File: config.mk
export PLATFORM = sky130hd
export DESIGN_NAME = rfb_server_stream_deframer
export DESIGN_NICKNAME = d
export VERILOG_FILES = /design/src/design/rfb_ssd_pkg.sv /design/src/design/rfb_ssd_dp.sv /design/src/design/rfb_ssd_ctrl.sv /design/src/design/rfb_server_stream_deframer.sv
export VERILOG_INCLUDE_DIRS = /design/src /design/src/design
export SDC_FILE = /design/constraint.sdc
export NUM_CORES = 2
export LEC_CHECK = 0
export BUFFER_PORTS_ARGS = -buffer_cell sky130_fd_sc_hd__buf_2
export CAP_MARGIN = 20
export CORE_ASPECT_RATIO = 0.75
export CORE_UTILIZATION = 50
export CTS_BUF_LIST = sky130_fd_sc_hd__clkbuf_16
export DETAILED_ROUTE_END_ITERATION = 8
export PLACE_DENSITY = 0.77
export SLEW_MARGIN = 20
export SYNTH_ARGS = -nofsm -noshare
export SYNTH_HDL_FRONTEND = slang
export SYNTH_SLANG_ARGS = --single-unit
File: constraint.sdc
create_clock -name clk -period 18.1 [get_ports clk]
set_input_delay 3.62 -clock clk [delete_from_list [all_inputs] [get_ports clk]]
set_output_delay 3.62 -clock clk [all_outputs]
set_load 0.02 [all_outputs]
File: src/design/rfb_server_stream_deframer_macros.svh
// Assertion helpers for the RFB stream deframer.
// Define NO_ASSERTIONS to compile the checks out.
`ifndef RFB_SERVER_STREAM_DEFRAMER_MACROS_SVH
`define RFB_SERVER_STREAM_DEFRAMER_MACROS_SVH
`ifndef NO_ASSERTIONS
`define RFB_ASSERT_IMP(lbl, ck, rstn, ante, cons) \
  lbl: assert property (@(posedge ck) disable iff (!rstn) (ante) |-> (cons)) \
    else $error("rfb deframer check failed");
`define RFB_ASSERT_NXT(lbl, ck, rstn, ante, cons) \
  lbl: assert property (@(posedge ck) disable iff (!rstn) (ante) |=> (cons)) \
    else $error("rfb deframer check failed");
`else
`define RFB_ASSERT_IMP(lbl, ck, rstn, ante, cons)
`define RFB_ASSERT_NXT(lbl, ck, rstn, ante, cons)
`endif
`endif

File: src/design/rfb_ssd_pkg.sv
`default_nettype none
package rfb_ssd_pkg;

  localparam int PIX_CNT_BITS_DEF = 48;

  localparam logic [5:0] BPP_RESET = 6'd32;

  // Server message type codes.
  localparam logic [7:0] MSG_FB_UPDATE = 8'd0;
  localparam logic [7:0] MSG_CMAP      = 8'd1;
  localparam logic [7:0] MSG_BELL      = 8'd2;
  localparam logic [7:0] MSG_CUT       = 8'd3;

  // Header byte index of the final byte of each header, and the rectangle field byte count.
  localparam logic [3:0] UPD_HDR_LAST     = 4'd2;
  localparam logic [3:0] RECT_HDR_LAST    = 4'd11;
  localparam logic [3:0] RECT_FIELD_BYTES = 4'd8;
  localparam logic [3:0] CMAP_HDR_LAST    = 4'd4;
  localparam logic [3:0] CUT_HDR_LAST     = 4'd6;

  typedef enum logic [2:0] {
    PH_TYPE   = 3'd0,
    PH_UPD    = 3'd1,
    PH_RHDR   = 3'd2,
    PH_RDATA  = 3'd3,
    PH_CMHDR  = 3'd4,
    PH_CUTHDR = 3'd5,
    PH_SKIP   = 3'd6,
    PH_ERR    = 3'd7
  } phase_t;

  typedef enum logic [2:0] {
    EV_HDR  = 3'd0,
    EV_PIX  = 3'd1,
    EV_RECT = 3'd2,
    EV_UPD  = 3'd3,
    EV_BELL = 3'd4,
    EV_SKIP = 3'd5,
    EV_BAD  = 3'd6,
    EV_IGN  = 3'd7
  } event_t;

  typedef struct packed {
    logic   step;
    logic   shift_hdr;
    logic   shift_rect;
    logic   load_wh;
    logic   load_rects;
    logic   load_enc;
    logic   load_nb;
    logic   load_cmap;
    logic   load_cut;
    logic   dec_bytes;
    logic   finish;
    logic   add_pix;
    logic   inc_upd;
    event_t ev;
    logic   pass_byte;
    logic   rect_done;
  } dp_cmd_t;

  typedef struct packed {
    logic [7:0] in_byte;
    logic       cnt16_zero;
    logic       cut_zero;
    logic       nb_zero;
    logic       enc_zero;
    logic       new_enc_zero;
    logic       bytes_last;
    logic       rects_last;
  } dp_sts_t;

endpackage
`default_nettype wire

File: src/design/rfb_ssd_dp.sv
`default_nettype none
module rfb_ssd_dp #(
  parameter int PIXEL_COUNT_BITS = rfb_ssd_pkg::PIX_CNT_BITS_DEF
) (
  input  wire logic                  clk,
  input  wire logic                  rst_n,
  input  wire logic                  cfg_wr_en,
  input  wire logic [5:0]            cfg_wr_data,
  input  wire logic [7:0]            in_stream_byte,
  input  wire rfb_ssd_pkg::dp_cmd_t  cmd,
  output rfb_ssd_pkg::dp_sts_t       sts,
  output logic [2:0]                 out_event_res,
  output logic [7:0]                 out_pixel_byte,
  output logic                       out_rect_done,
  output logic [15:0]                out_rect_x,
  output logic [15:0]                out_rect_y,
  output logic [15:0]                out_rect_w,
  output logic [15:0]                out_rect_h,
  output logic signed [31:0]         out_rect_encoding,
  output logic [31:0]                out_updates_done,
  output logic [47:0]                out_pixels_done
);
  import rfb_ssd_pkg::*;

  logic [5:0]                  bpp_r;
  logic [31:0]                 hs_r, hs_nxt;
  logic [63:0]                 rf_r, rf_nxt;
  logic [31:0]                 wh_r, wh_nxt;
  logic [31:0]                 enc_r, enc_nxt;
  logic [15:0]                 rects_r, rects_nxt;
  logic [34:0]                 bytes_r, bytes_nxt;
  logic [31:0]                 upd_r, upd_nxt;
  logic [PIXEL_COUNT_BITS-1:0] pix_r, pix_nxt;
  event_t                      ev_r, ev_nxt;
  logic [7:0]                  pb_r, pb_nxt;
  logic                        rd_r, rd_nxt;

  logic [31:0]                 new_hs;
  logic [6:0]                  bpp_sum;
  logic [3:0]                  bypp;
  logic [35:0]                 nb_full;
  logic [34:0]                 nb;
  logic [18:0]                 cmap_bytes;
  logic [PIXEL_COUNT_BITS:0]   pix_sum;
  logic [63:0]                 pix_ext;

  assign new_hs     = {hs_r[23:0], in_stream_byte};
  assign bpp_sum    = {1'b0, bpp_r} + 7'd7;
  assign bypp       = bpp_sum[6:3];
  assign nb_full    = wh_r * bypp;
  assign nb         = nb_full[34:0];
  // Six bytes per colour-map entry.
  assign cmap_bytes = {1'b0, new_hs[15:0], 2'b00} + {2'b00, new_hs[15:0], 1'b0};
  assign pix_sum    = {1'b0, pix_r} + (PIXEL_COUNT_BITS + 1)'(wh_r);

  always_comb begin
    sts.in_byte      = in_stream_byte;
    sts.cnt16_zero   = (new_hs[15:0] == 16'd0);
    sts.cut_zero     = new_hs[31] || (new_hs == 32'd0);
    sts.nb_zero      = (nb == 35'd0);
    sts.enc_zero     = (enc_r == 32'd0);
    sts.new_enc_zero = (new_hs == 32'd0);
    sts.bytes_last   = (bytes_r == 35'd1);
    sts.rects_last   = (rects_r == 16'd1);
  end

  always_comb begin
    hs_nxt    = hs_r;
    rf_nxt    = rf_r;
    wh_nxt    = wh_r;
    enc_nxt   = enc_r;
    rects_nxt = rects_r;
    bytes_nxt = bytes_r;
    upd_nxt   = upd_r;
    pix_nxt   = pix_r;
    ev_nxt    = ev_r;
    pb_nxt    = pb_r;
    rd_nxt    = rd_r;
    if (cmd.step) begin
      ev_nxt = cmd.ev;
      pb_nxt = cmd.pass_byte ? in_stream_byte : 8'd0;
      rd_nxt = cmd.rect_done;
      if (cmd.shift_hdr) begin
        hs_nxt = new_hs;
      end
      if (cmd.shift_rect) begin
        rf_nxt = {rf_r[55:0], in_stream_byte};
      end
      if (cmd.load_wh) begin
        wh_nxt = rf_r[31:16] * rf_r[15:0];
      end
      if (cmd.load_enc) begin
        enc_nxt = new_hs;
      end
      if (cmd.load_rects) begin
        rects_nxt = new_hs[15:0];
      end else if (cmd.finish) begin
        rects_nxt = rects_r - 16'd1;
      end
      priority if (cmd.load_nb) begin
        bytes_nxt = nb;
      end else if (cmd.load_cmap) begin
        bytes_nxt = 35'(cmap_bytes);
      end else if (cmd.load_cut) begin
        bytes_nxt = new_hs[31] ? 35'd0 : 35'(new_hs);
      end else if (cmd.dec_bytes) begin
        bytes_nxt = bytes_r - 35'd1;
      end
      if (cmd.inc_upd) begin
        upd_nxt = upd_r + 32'd1;
      end
      // The carry out of the add means the counter saturates.
      if (cmd.finish && cmd.add_pix) begin
        pix_nxt = pix_sum[PIXEL_COUNT_BITS] ? '1 : pix_sum[PIXEL_COUNT_BITS-1:0];
      end
    end
  end

  always_ff @(posedge clk) begin
    if (!rst_n) begin
      bpp_r   <= BPP_RESET;
      hs_r    <= '0;
      rf_r    <= '0;
      wh_r    <= '0;
      enc_r   <= '0;
      rects_r <= '0;
      bytes_r <= '0;
      upd_r   <= '0;
      pix_r   <= '0;
      ev_r    <= EV_HDR;
      pb_r    <= '0;
      rd_r    <= 1'b0;
    end else begin
      if (cfg_wr_en) begin
        bpp_r <= cfg_wr_data;
      end
      hs_r    <= hs_nxt;
      rf_r    <= rf_nxt;
      wh_r    <= wh_nxt;
      enc_r   <= enc_nxt;
      rects_r <= rects_nxt;
      bytes_r <= bytes_nxt;
      upd_r   <= upd_nxt;
      pix_r   <= pix_nxt;
      ev_r    <= ev_nxt;
      pb_r    <= pb_nxt;
      rd_r    <= rd_nxt;
    end
  end

  assign pix_ext           = 64'(pix_r);
  assign out_event_res     = 3'(ev_r);
  assign out_pixel_byte    = pb_r;
  assign out_rect_done     = rd_r;
  assign out_rect_x        = rf_r[63:48];
  assign out_rect_y        = rf_r[47:32];
  assign out_rect_w        = rf_r[31:16];
  assign out_rect_h        = rf_r[15:0];
  assign out_rect_encoding = signed'(enc_r);
  assign out_updates_done  = upd_r;
  assign out_pixels_done   = pix_ext[47:0];

endmodule
`default_nettype wire

File: src/design/rfb_ssd_ctrl.sv
`default_nettype none
`include "rfb_server_stream_deframer_macros.svh"
module rfb_ssd_ctrl (
  input  wire logic              clk,
  input  wire logic              rst_n,
  input  wire logic              in_valid,
  input  wire logic              out_stall,
  input  wire rfb_ssd_pkg::dp_sts_t sts,
  output rfb_ssd_pkg::dp_cmd_t   cmd,
  output logic                   in_stall,
  output logic                   out_valid
);
  import rfb_ssd_pkg::*;

  phase_t     phase_r, phase_nxt;
  logic [3:0] idx_r, idx_nxt;
  logic       out_valid_r, out_valid_nxt;
  logic       accept;

  // A new request may enter whenever the result register is empty or drains.
  assign in_stall      = out_valid_r && out_stall;
  assign accept        = in_valid && !in_stall;
  assign out_valid_nxt = accept || (out_valid_r && out_stall);
  assign out_valid     = out_valid_r;

  always_comb begin
    phase_nxt = phase_r;
    idx_nxt   = idx_r;
    if (accept) begin
      unique case (phase_r)
        PH_TYPE: begin
          idx_nxt = '0;
          unique case (sts.in_byte)
            MSG_FB_UPDATE: phase_nxt = PH_UPD;
            MSG_CMAP:      phase_nxt = PH_CMHDR;
            MSG_BELL:      phase_nxt = PH_TYPE;
            MSG_CUT:       phase_nxt = PH_CUTHDR;
            default:       phase_nxt = PH_ERR;
          endcase
        end
        PH_UPD: begin
          if (idx_r == UPD_HDR_LAST) begin
            idx_nxt   = '0;
            phase_nxt = sts.cnt16_zero ? PH_TYPE : PH_RHDR;
          end else begin
            idx_nxt = idx_r + 4'd1;
          end
        end
        PH_RHDR: begin
          if (idx_r == RECT_HDR_LAST) begin
            idx_nxt = '0;
            if (sts.nb_zero) begin
              phase_nxt = sts.rects_last ? PH_TYPE : PH_RHDR;
            end else begin
              phase_nxt = PH_RDATA;
            end
          end else begin
            idx_nxt = idx_r + 4'd1;
          end
        end
        PH_RDATA: begin
          if (sts.bytes_last) begin
            phase_nxt = sts.rects_last ? PH_TYPE : PH_RHDR;
          end
        end
        PH_CMHDR: begin
          if (idx_r == CMAP_HDR_LAST) begin
            idx_nxt   = '0;
            phase_nxt = sts.cnt16_zero ? PH_TYPE : PH_SKIP;
          end else begin
            idx_nxt = idx_r + 4'd1;
          end
        end
        PH_CUTHDR: begin
          if (idx_r == CUT_HDR_LAST) begin
            idx_nxt   = '0;
            phase_nxt = sts.cut_zero ? PH_TYPE : PH_SKIP;
          end else begin
            idx_nxt = idx_r + 4'd1;
          end
        end
        PH_SKIP: begin
          if (sts.bytes_last) begin
            phase_nxt = PH_TYPE;
          end
        end
        PH_ERR: begin
          phase_nxt = PH_ERR;
        end
      endcase
    end
  end

  always_comb begin
    cmd      = '0;
    cmd.step = accept;
    cmd.ev   = EV_HDR;
    unique case (phase_r)
      PH_TYPE: begin
        unique case (sts.in_byte)
          MSG_FB_UPDATE: cmd.ev = EV_HDR;
          MSG_CMAP:      cmd.ev = EV_HDR;
          MSG_BELL:      cmd.ev = EV_BELL;
          MSG_CUT:       cmd.ev = EV_HDR;
          default:       cmd.ev = EV_BAD;
        endcase
      end
      PH_UPD: begin
        cmd.shift_hdr = 1'b1;
        if (idx_r == UPD_HDR_LAST) begin
          cmd.load_rects = 1'b1;
          if (sts.cnt16_zero) begin
            cmd.inc_upd = 1'b1;
            cmd.ev      = EV_UPD;
          end
        end
      end
      PH_RHDR: begin
        cmd.shift_rect = (idx_r < RECT_FIELD_BYTES);
        cmd.shift_hdr  = !(idx_r < RECT_FIELD_BYTES);
        cmd.load_wh    = (idx_r == RECT_FIELD_BYTES);
        if (idx_r == RECT_HDR_LAST) begin
          cmd.load_enc = 1'b1;
          cmd.ev       = EV_RECT;
          if (sts.nb_zero) begin
            // An empty rectangle completes on its last header byte.
            cmd.rect_done = 1'b1;
            cmd.finish    = 1'b1;
            cmd.add_pix   = sts.new_enc_zero;
            if (sts.rects_last) begin
              cmd.inc_upd = 1'b1;
              cmd.ev      = EV_UPD;
            end
          end else begin
            cmd.load_nb = 1'b1;
          end
        end
      end
      PH_RDATA: begin
        cmd.pass_byte = sts.enc_zero;
        cmd.ev        = sts.enc_zero ? EV_PIX : EV_SKIP;
        cmd.dec_bytes = 1'b1;
        if (sts.bytes_last) begin
          cmd.rect_done = 1'b1;
          cmd.finish    = 1'b1;
          cmd.add_pix   = sts.enc_zero;
          if (sts.rects_last) begin
            cmd.inc_upd = 1'b1;
            cmd.ev      = EV_UPD;
          end
        end
      end
      PH_CMHDR: begin
        cmd.shift_hdr = 1'b1;
        cmd.load_cmap = (idx_r == CMAP_HDR_LAST);
      end
      PH_CUTHDR: begin
        cmd.shift_hdr = 1'b1;
        cmd.load_cut  = (idx_r == CUT_HDR_LAST);
      end
      PH_SKIP: begin
        cmd.ev        = EV_SKIP;
        cmd.dec_bytes = 1'b1;
      end
      PH_ERR: begin
        cmd.ev = EV_IGN;
      end
    endcase
  end

  always_ff @(posedge clk) begin
    if (!rst_n) begin
      phase_r     <= PH_TYPE;
      idx_r       <= '0;
      out_valid_r <= 1'b0;
    end else begin
      phase_r     <= phase_nxt;
      idx_r       <= idx_nxt;
      out_valid_r <= out_valid_nxt;
    end
  end

  `RFB_ASSERT_NXT(a_err_sticky, clk, rst_n, phase_r == PH_ERR, phase_r == PH_ERR)
  `RFB_ASSERT_IMP(a_idx_idle, clk, rst_n,
                  phase_r == PH_TYPE || phase_r == PH_RDATA || phase_r == PH_SKIP,
                  idx_r == 4'd0)
  `RFB_ASSERT_NXT(a_last_rect, clk, rst_n,
                  accept && phase_r == PH_RDATA && sts.bytes_last && sts.rects_last,
                  phase_r == PH_TYPE)
  `RFB_ASSERT_IMP(a_idx_range, clk, rst_n, phase_r == PH_RHDR, idx_r <= RECT_HDR_LAST)

endmodule
`default_nettype wire

File: src/design/rfb_server_stream_deframer.sv
`default_nettype none
// RFB server-to-client stream deframer.
// Input: one stream byte per request on in_valid/in_stall/in_stream_byte.
// Output: exactly one result per input byte on out_valid/out_stall, giving
// an event code, the pixel byte of raw rectangles, a rectangle-done flag,
// the current rectangle header fields and the update and pixel counters.
// Configuration: cfg_wr_en writes cfg_wr_data into bits_per_pixel.
// The result of an accepted byte is registered and valid in the next cycle.
// Throughput is one byte per cycle while in_stall is low; each byte is parsed in a
// single pass of the controller state machine and the header shift registers.
// The result register holds while out_stall is high, and in_stall rises
// only while a held result is still waiting, so no request is lost.
// Reset clears the parser to wait for a message type, clears all counters
// and the error state, and sets bits_per_pixel to 32. After an unknown
// message type every byte reports "ignored" until the next reset.
module rfb_server_stream_deframer #(
  parameter int PIXEL_COUNT_BITS = rfb_ssd_pkg::PIX_CNT_BITS_DEF
) (
  input  wire logic          clk,
  input  wire logic          rst_n,
  input  wire logic          cfg_wr_en,
  input  wire logic [5:0]    cfg_wr_data,
  input  wire logic          in_valid,
  output logic               in_stall,
  input  wire logic [7:0]    in_stream_byte,
  output logic               out_valid,
  input  wire logic          out_stall,
  output logic [2:0]         out_event_res,
  output logic [7:0]         out_pixel_byte,
  output logic               out_rect_done,
  output logic [15:0]        out_rect_x,
  output logic [15:0]        out_rect_y,
  output logic [15:0]        out_rect_w,
  output logic [15:0]        out_rect_h,
  output logic signed [31:0] out_rect_encoding,
  output logic [31:0]        out_updates_done,
  output logic [47:0]        out_pixels_done
);
  import rfb_ssd_pkg::*;

  dp_cmd_t cmd;
  dp_sts_t sts;

  rfb_ssd_ctrl u_ctrl (
    .clk       (clk),
    .rst_n     (rst_n),
    .in_valid  (in_valid),
    .out_stall (out_stall),
    .sts       (sts),
    .cmd       (cmd),
    .in_stall  (in_stall),
    .out_valid (out_valid)
  );

  rfb_ssd_dp #(
    .PIXEL_COUNT_BITS (PIXEL_COUNT_BITS)
  ) u_dp (
    .clk               (clk),
    .rst_n             (rst_n),
    .cfg_wr_en         (cfg_wr_en),
    .cfg_wr_data       (cfg_wr_data),
    .in_stream_byte    (in_stream_byte),
    .cmd               (cmd),
    .sts               (sts),
    .out_event_res     (out_event_res),
    .out_pixel_byte    (out_pixel_byte),
    .out_rect_done     (out_rect_done),
    .out_rect_x        (out_rect_x),
    .out_rect_y        (out_rect_y),
    .out_rect_w        (out_rect_w),
    .out_rect_h        (out_rect_h),
    .out_rect_encoding (out_rect_encoding),
    .out_updates_done  (out_updates_done),
    .out_pixels_done   (out_pixels_done)
  );

endmodule
`default_nettype wire
---- After elaboration in Yosys (flattened, before gate mapping) ----
Cells that the tools add are included.
cells by class
  $add $sub $neg .......................... 7
  $mul .................................... 2
  div/mod/pow operators ................... 0
  order comparisons ....................... 1
  eq/ne operators ......................... 23
  shifts and indexed selects .............. 0
  muxes and demuxes ....................... 54
  bitwise operators ....................... 0
  reduce and logical (&&, ||, !) cells .... 29
operators with widths
  operator                                                                number
  35-bit two-way mux                                                      4
  32-bit zero test                                                        2
  48-bit by 32-bit adder with 49-bit output                               1
  48-bit two-way mux                                                      1
  35-bit by 1-bit equality test with 1-bit output, second input constant  1
  35-bit zero test                                                        1
  32-bit by 4-bit multiplier with 35-bit output                           1
  35-bit by 1-bit subtractor with 35-bit output, second input constant    1
  32-bit by 1-bit adder with 32-bit output, second input constant         1
  16-bit by 16-bit multiplier with 32-bit output                          1
  16-bit two-way mux                                                      2
  4-bit two-way mux                                                       8
  31-bit two-way mux                                                      1
  3-bit two-way mux                                                       10
  3-bit case mux with 8 select lines                                      1
  4-bit case mux with 5 select lines                                      1
  18-bit by 17-bit adder with 19-bit output                               1
  6-bit two-way mux                                                       3
  3-bit case mux with 6 select lines                                      1
  2-bit AND reduction                                                     9
  16-bit by 1-bit equality test with 1-bit output, second input constant  1
  8-bit by 2-bit equality test with 1-bit output, second input constant   2
  16-bit zero test                                                        1
  16-bit by 1-bit subtractor with 16-bit output, second input constant    1
  other kinds (31)                                                        60
storage, ports and cells
  register bits ........................... 309
  latch bits .............................. 0
  RAM bits ................................ 0
  ROM bits ................................ 0
  input port bits ......................... 19
  output and inout bits ................... 190
  word-level logic and storage cells ...... 131
  memories kept ........................... 0

---- Longest topological paths before layout ----
  depth after elaboration ................. 8
  depth in mapped cells ................... 26
  mapped depth without buffers ............ 25

---- Modules after synthesis ----
A second synthesis with hierarchy kept.
second synthesis, totals
  cell total of the unflattened synthesis .. 3615
  area total of the unflattened synthesis .. 28673.8 sq um
by module, submodules not included
  module        times used  cells an instance  area an instance (sq um)
  rfb_ssd_dp    1           3491               27735.4
  rfb_ssd_ctrl  1           124                938.4

---- Least setup slack after synthesis ----
No wires, ideal clock.
  path kind ............................... input -> output
  start ................................... input out_stall
  end ..................................... output in_stall
  arrival time ............................ 3.839 ns
  data required time ...................... 14.480 ns
  slack ................................... 10.641 ns
  stages on the path ...................... 2
  buffers on the path ..................... 0
  path through ............................ nand2_1 -> inv_1
between the ends
  word-level cells in the longest chain between the ends .. 1
ends and longest elaborated chain
  element            line                              RTL
  from (decl)        rfb_server_stream_deframer.sv:27  input wire logic out_stall,
  1-bit logical AND  rfb_ssd_ctrl.sv:21                assign in_stall = out_valid_r && out_stall;
  to (decl)          rfb_server_stream_deframer.sv:24  output logic in_stall,
No other way between the ends.

---- Worst setup path in the final report ----
Ends and elaborated chain as after synthesis.

==> run metrics <==
Tot Pwr ~2.2 mW; drt drc 0; die area 60100 sq um; Seq/Total Area, Yosys 0.209; RSZ-0062 raised after global routing no; cell count after placement 4506; FF-to-FF Start u_dp.rf_r[27]$_SDFFE_PN0P_; Layout area overhead 8.85%; largest net degree at the start of global routing 100; critical path type in -> out; max-slew violation count 0; # diodes 0; cts repair resizes 0; num rows 76; Crit path required time about 14 ns; drt pass-1 iters 6; Worst Skew about 0.024 ns; Max-Cap Viols 0; Cell variety after synth 94; CP Launch Type input pin; Core ar. between 50000 and 60000 sq um; top cells by area, synth dfxtp_1, fa_1, ha_1, nand2_1, a21oi_1; initial core utilization 0.510; mux share of post-synthesis cell area 0.0255; number of enable flip-flop cells after synthesis 0; Pwr Density 67.2 nW/um^2; dpl hpwl 60200 microns; Slew headroom 0.252; synthesis-stage register bit count 309; Final Cell Area 32100 sq um; Iter 0 DRT Violations 2475; Peak VDD IR between 0.05 and 0.06 mV; CP endpoint kind output pin; final antenna-violating net count 0; XOR/XNOR Fraction of Synth Area 0.0335; Global Route Usage Sum 0.272; largest area contributor in the netlist dfxtp_1; vias in the first global route 24687; RD Place Congestion 0.944; min-delay src u_dp.rf_r[61]$_SDFFE_PN0P_; Post-CTS Hold Buffers 0; Adder-Cell Fraction of Synth Area 0.262; Layout Cells excl Fill 4571; GRT overflow 0; dominant synthesized flop cell dfxtp_1; wire per inst 18.0 microns; Max FO, Critical Path 3; routed vias 26879; io pins 209; Yosys top cell area share 0.209; Critical path origin out_stall; Synth Area in Simple Gates 0.232; register area 6190 sq um; final setup fails 0; ys async rst share 0; Post-Syn Instances 3704; Worst Tran Pin Value between 1 and 1.5 ns; multi-input logic area 21300 sq um; die width 283 microns; maximum root-to-sink buffer count 3; Via density 5.88; largest family of logic cells by synthesized area adder cells; Mean Syn Cell Area 7.97 sq um; Arr. time, crit path 4.00 ns; routed wire length 82300 microns; Filler cells around 5300; post-synth net total 4188; Compound-Gate Fraction of Synth Area 0.166; nets@finish 4248; placement-stage cell area 31000 sq um; Worst-path clk slew approximately 0.06 ns; fmax 131 MHz; Die Ht 212 microns; TNS Setup 0 ns; global-route wire length before repair 132000 microns; Period minus WS final 7.62 ns; Setup Buffers After CTS 0; antenna violations before repair 1; Sink Count slightly above 300; CTS tree built; Port Buf Inserts 208; R2R Setup Slk 10.91 ns; P_leak 14.7 nW; classification of the worst-slack hold path reg -> reg; post-synthesis cell area 29500 sq um; fraction of layout cells with a size suffix above 1 0.0936; final hold vios 0; status finished, final reports clean; clk root buf clkbuf_16; Final period util 0.421; # H-tree levels 2; number of synthesis warnings 0; TritonCTS Buffers 35; Finished Core Util 0.555; worst skew pair latency 0.57 ns
==> kinds of logic after synthesis <==
| logic type | Yosys count |
|---|---|
| simple gates | 1423 |
| xor+xnor | 113 |
| fa+ha+maj | 465 |
| buf+inv | 554 |
| compound gates | 765 |
| mux | 75 |
| flops | 309 |
==> flip-flops by register name, indices dropped and copies added, names as in the netlist <==
| register | cells |
|---|---|
| u_ctrl.out_valid | 1 |
| u_dp.out_event_res | 3 |
| u_ctrl.phase_r | 3 |
| u_dp.rf_r | 64 |
| u_dp.bpp_r | 6 |
| u_dp.out_updates_done | 32 |
| u_dp.wh_r | 32 |
| u_dp.out_pixels_done | 48 |
| u_dp.out_pixel_byte | 8 |
| u_dp.out_rect_encoding | 32 |
| u_dp.out_rect_done | 1 |
| u_dp.hs_r | 24 |
| u_ctrl.idx_r | 4 |
| u_dp.rects_r | 16 |
| u_dp.bytes_r | 35 |
==> cell usage in the layout, fill, tap and decap left out, types with 30 or more instances in the layout <==
master / n
a21o_1: 35
a21oi_1: 289
a311oi_1: 34
a31oi_1: 32
and2_1: 172
and3_1: 37
buf_2: 207
buf_4: 30
clkbuf_16: 35
dfxtp_1: 309
fa_1: 256
ha_1: 209
inv_1: 344
mux2i_1: 73
nand2_1: 640
nand2b_1: 49
nand3_1: 58
nand4_1: 36
nor2_1: 209
nor3_1: 62
nor4_1: 37
o21ai_0: 131
xnor2_1: 62
xor2_1: 49
==> per-layer routing <==
layer,vias to the layer above,routed length [microns],track usage,part of all wire
met3,128,8530,0.0553,0.10
met2,1227,34400,0.390,0.42
met5,-,13,0,0.00016
met4,2,1920,0.0751,0.023
li1,12670,-,-,-
met1,12852,37500,0.410,0.46
==> path summary, 6_finish.rpt <==
kind                                endpoint  depth (start not counted)
hold / removal    u_dp.rf_r[61]$_SDFFE_PN0P_                          2
setup reg to reg  u_dp.wh_r[31]$_SDFFE_PN0P_                         23
hold reg to reg   u_dp.rf_r[61]$_SDFFE_PN0P_                          2
setup / recovery                    in_stall                          4
==> critical path, stage by stage <==
cell and delay [ns]:
buf_2 0.10, nand2_1 0.08, inv_1 0.05, buf_2 0.15
==> through the flow <==
stage,worst slack (ns),hold slack (ns)
final,10.48,0.455
after global routing,10.39,0.479
after CTS,10.48,0.456
after detailed placement,10.48,0.446
after global placement,10.47,0.440
after floorplan,10.64,0.442
==> Yosys cell counts (13+ instances only) <==
library cell / instances
nor2b_1: 18
o21ai_0: 131
xor2_1: 50
nor3_1: 64
and2_1: 173
nor4_1: 37
clkbuf_1: 189
xnor2_1: 63
a22oi_1: 13
a31oi_1: 33
nand2b_1: 49
o22ai_1: 23
nand2_1: 640
nand4_1: 36
mux2i_1: 73
or3_1: 24
a311oi_1: 34
nor3b_1: 17
dfxtp_1: 309
inv_1: 339
fa_1: 256
a21oi_1: 290
a211oi_1: 28
and3_1: 37
o21a_1: 13
o211ai_1: 21
a21o_1: 35
buf_2: 14
nor2_1: 210
nand3_1: 58
ha_1: 209
==> cell type report <==
| type | count | area share |
|---|---|---|
| Multi-Input combinational cell | 2841 | 0.662 |
| Sequential cell | 309 | 0.192 |
| Inverter | 339 | 0.0397 |
| Timing Repair Buffer | 238 | 0.0397 |
| Tap cell | 780 | 0.0304 |
| Clock buffer | 35 | 0.0272 |
| Clock inverter | 29 | 0.00872 |
==> power by group <==
part | switching [mW] | total [mW] | internal, mW
Sequential | 0.0563 | 0.761 | 0.705
Combinational | 0.400 | 0.671 | 0.271
Clock | 0.313 | 0.728 | 0.415
Power figures use the tool's default switching activity.
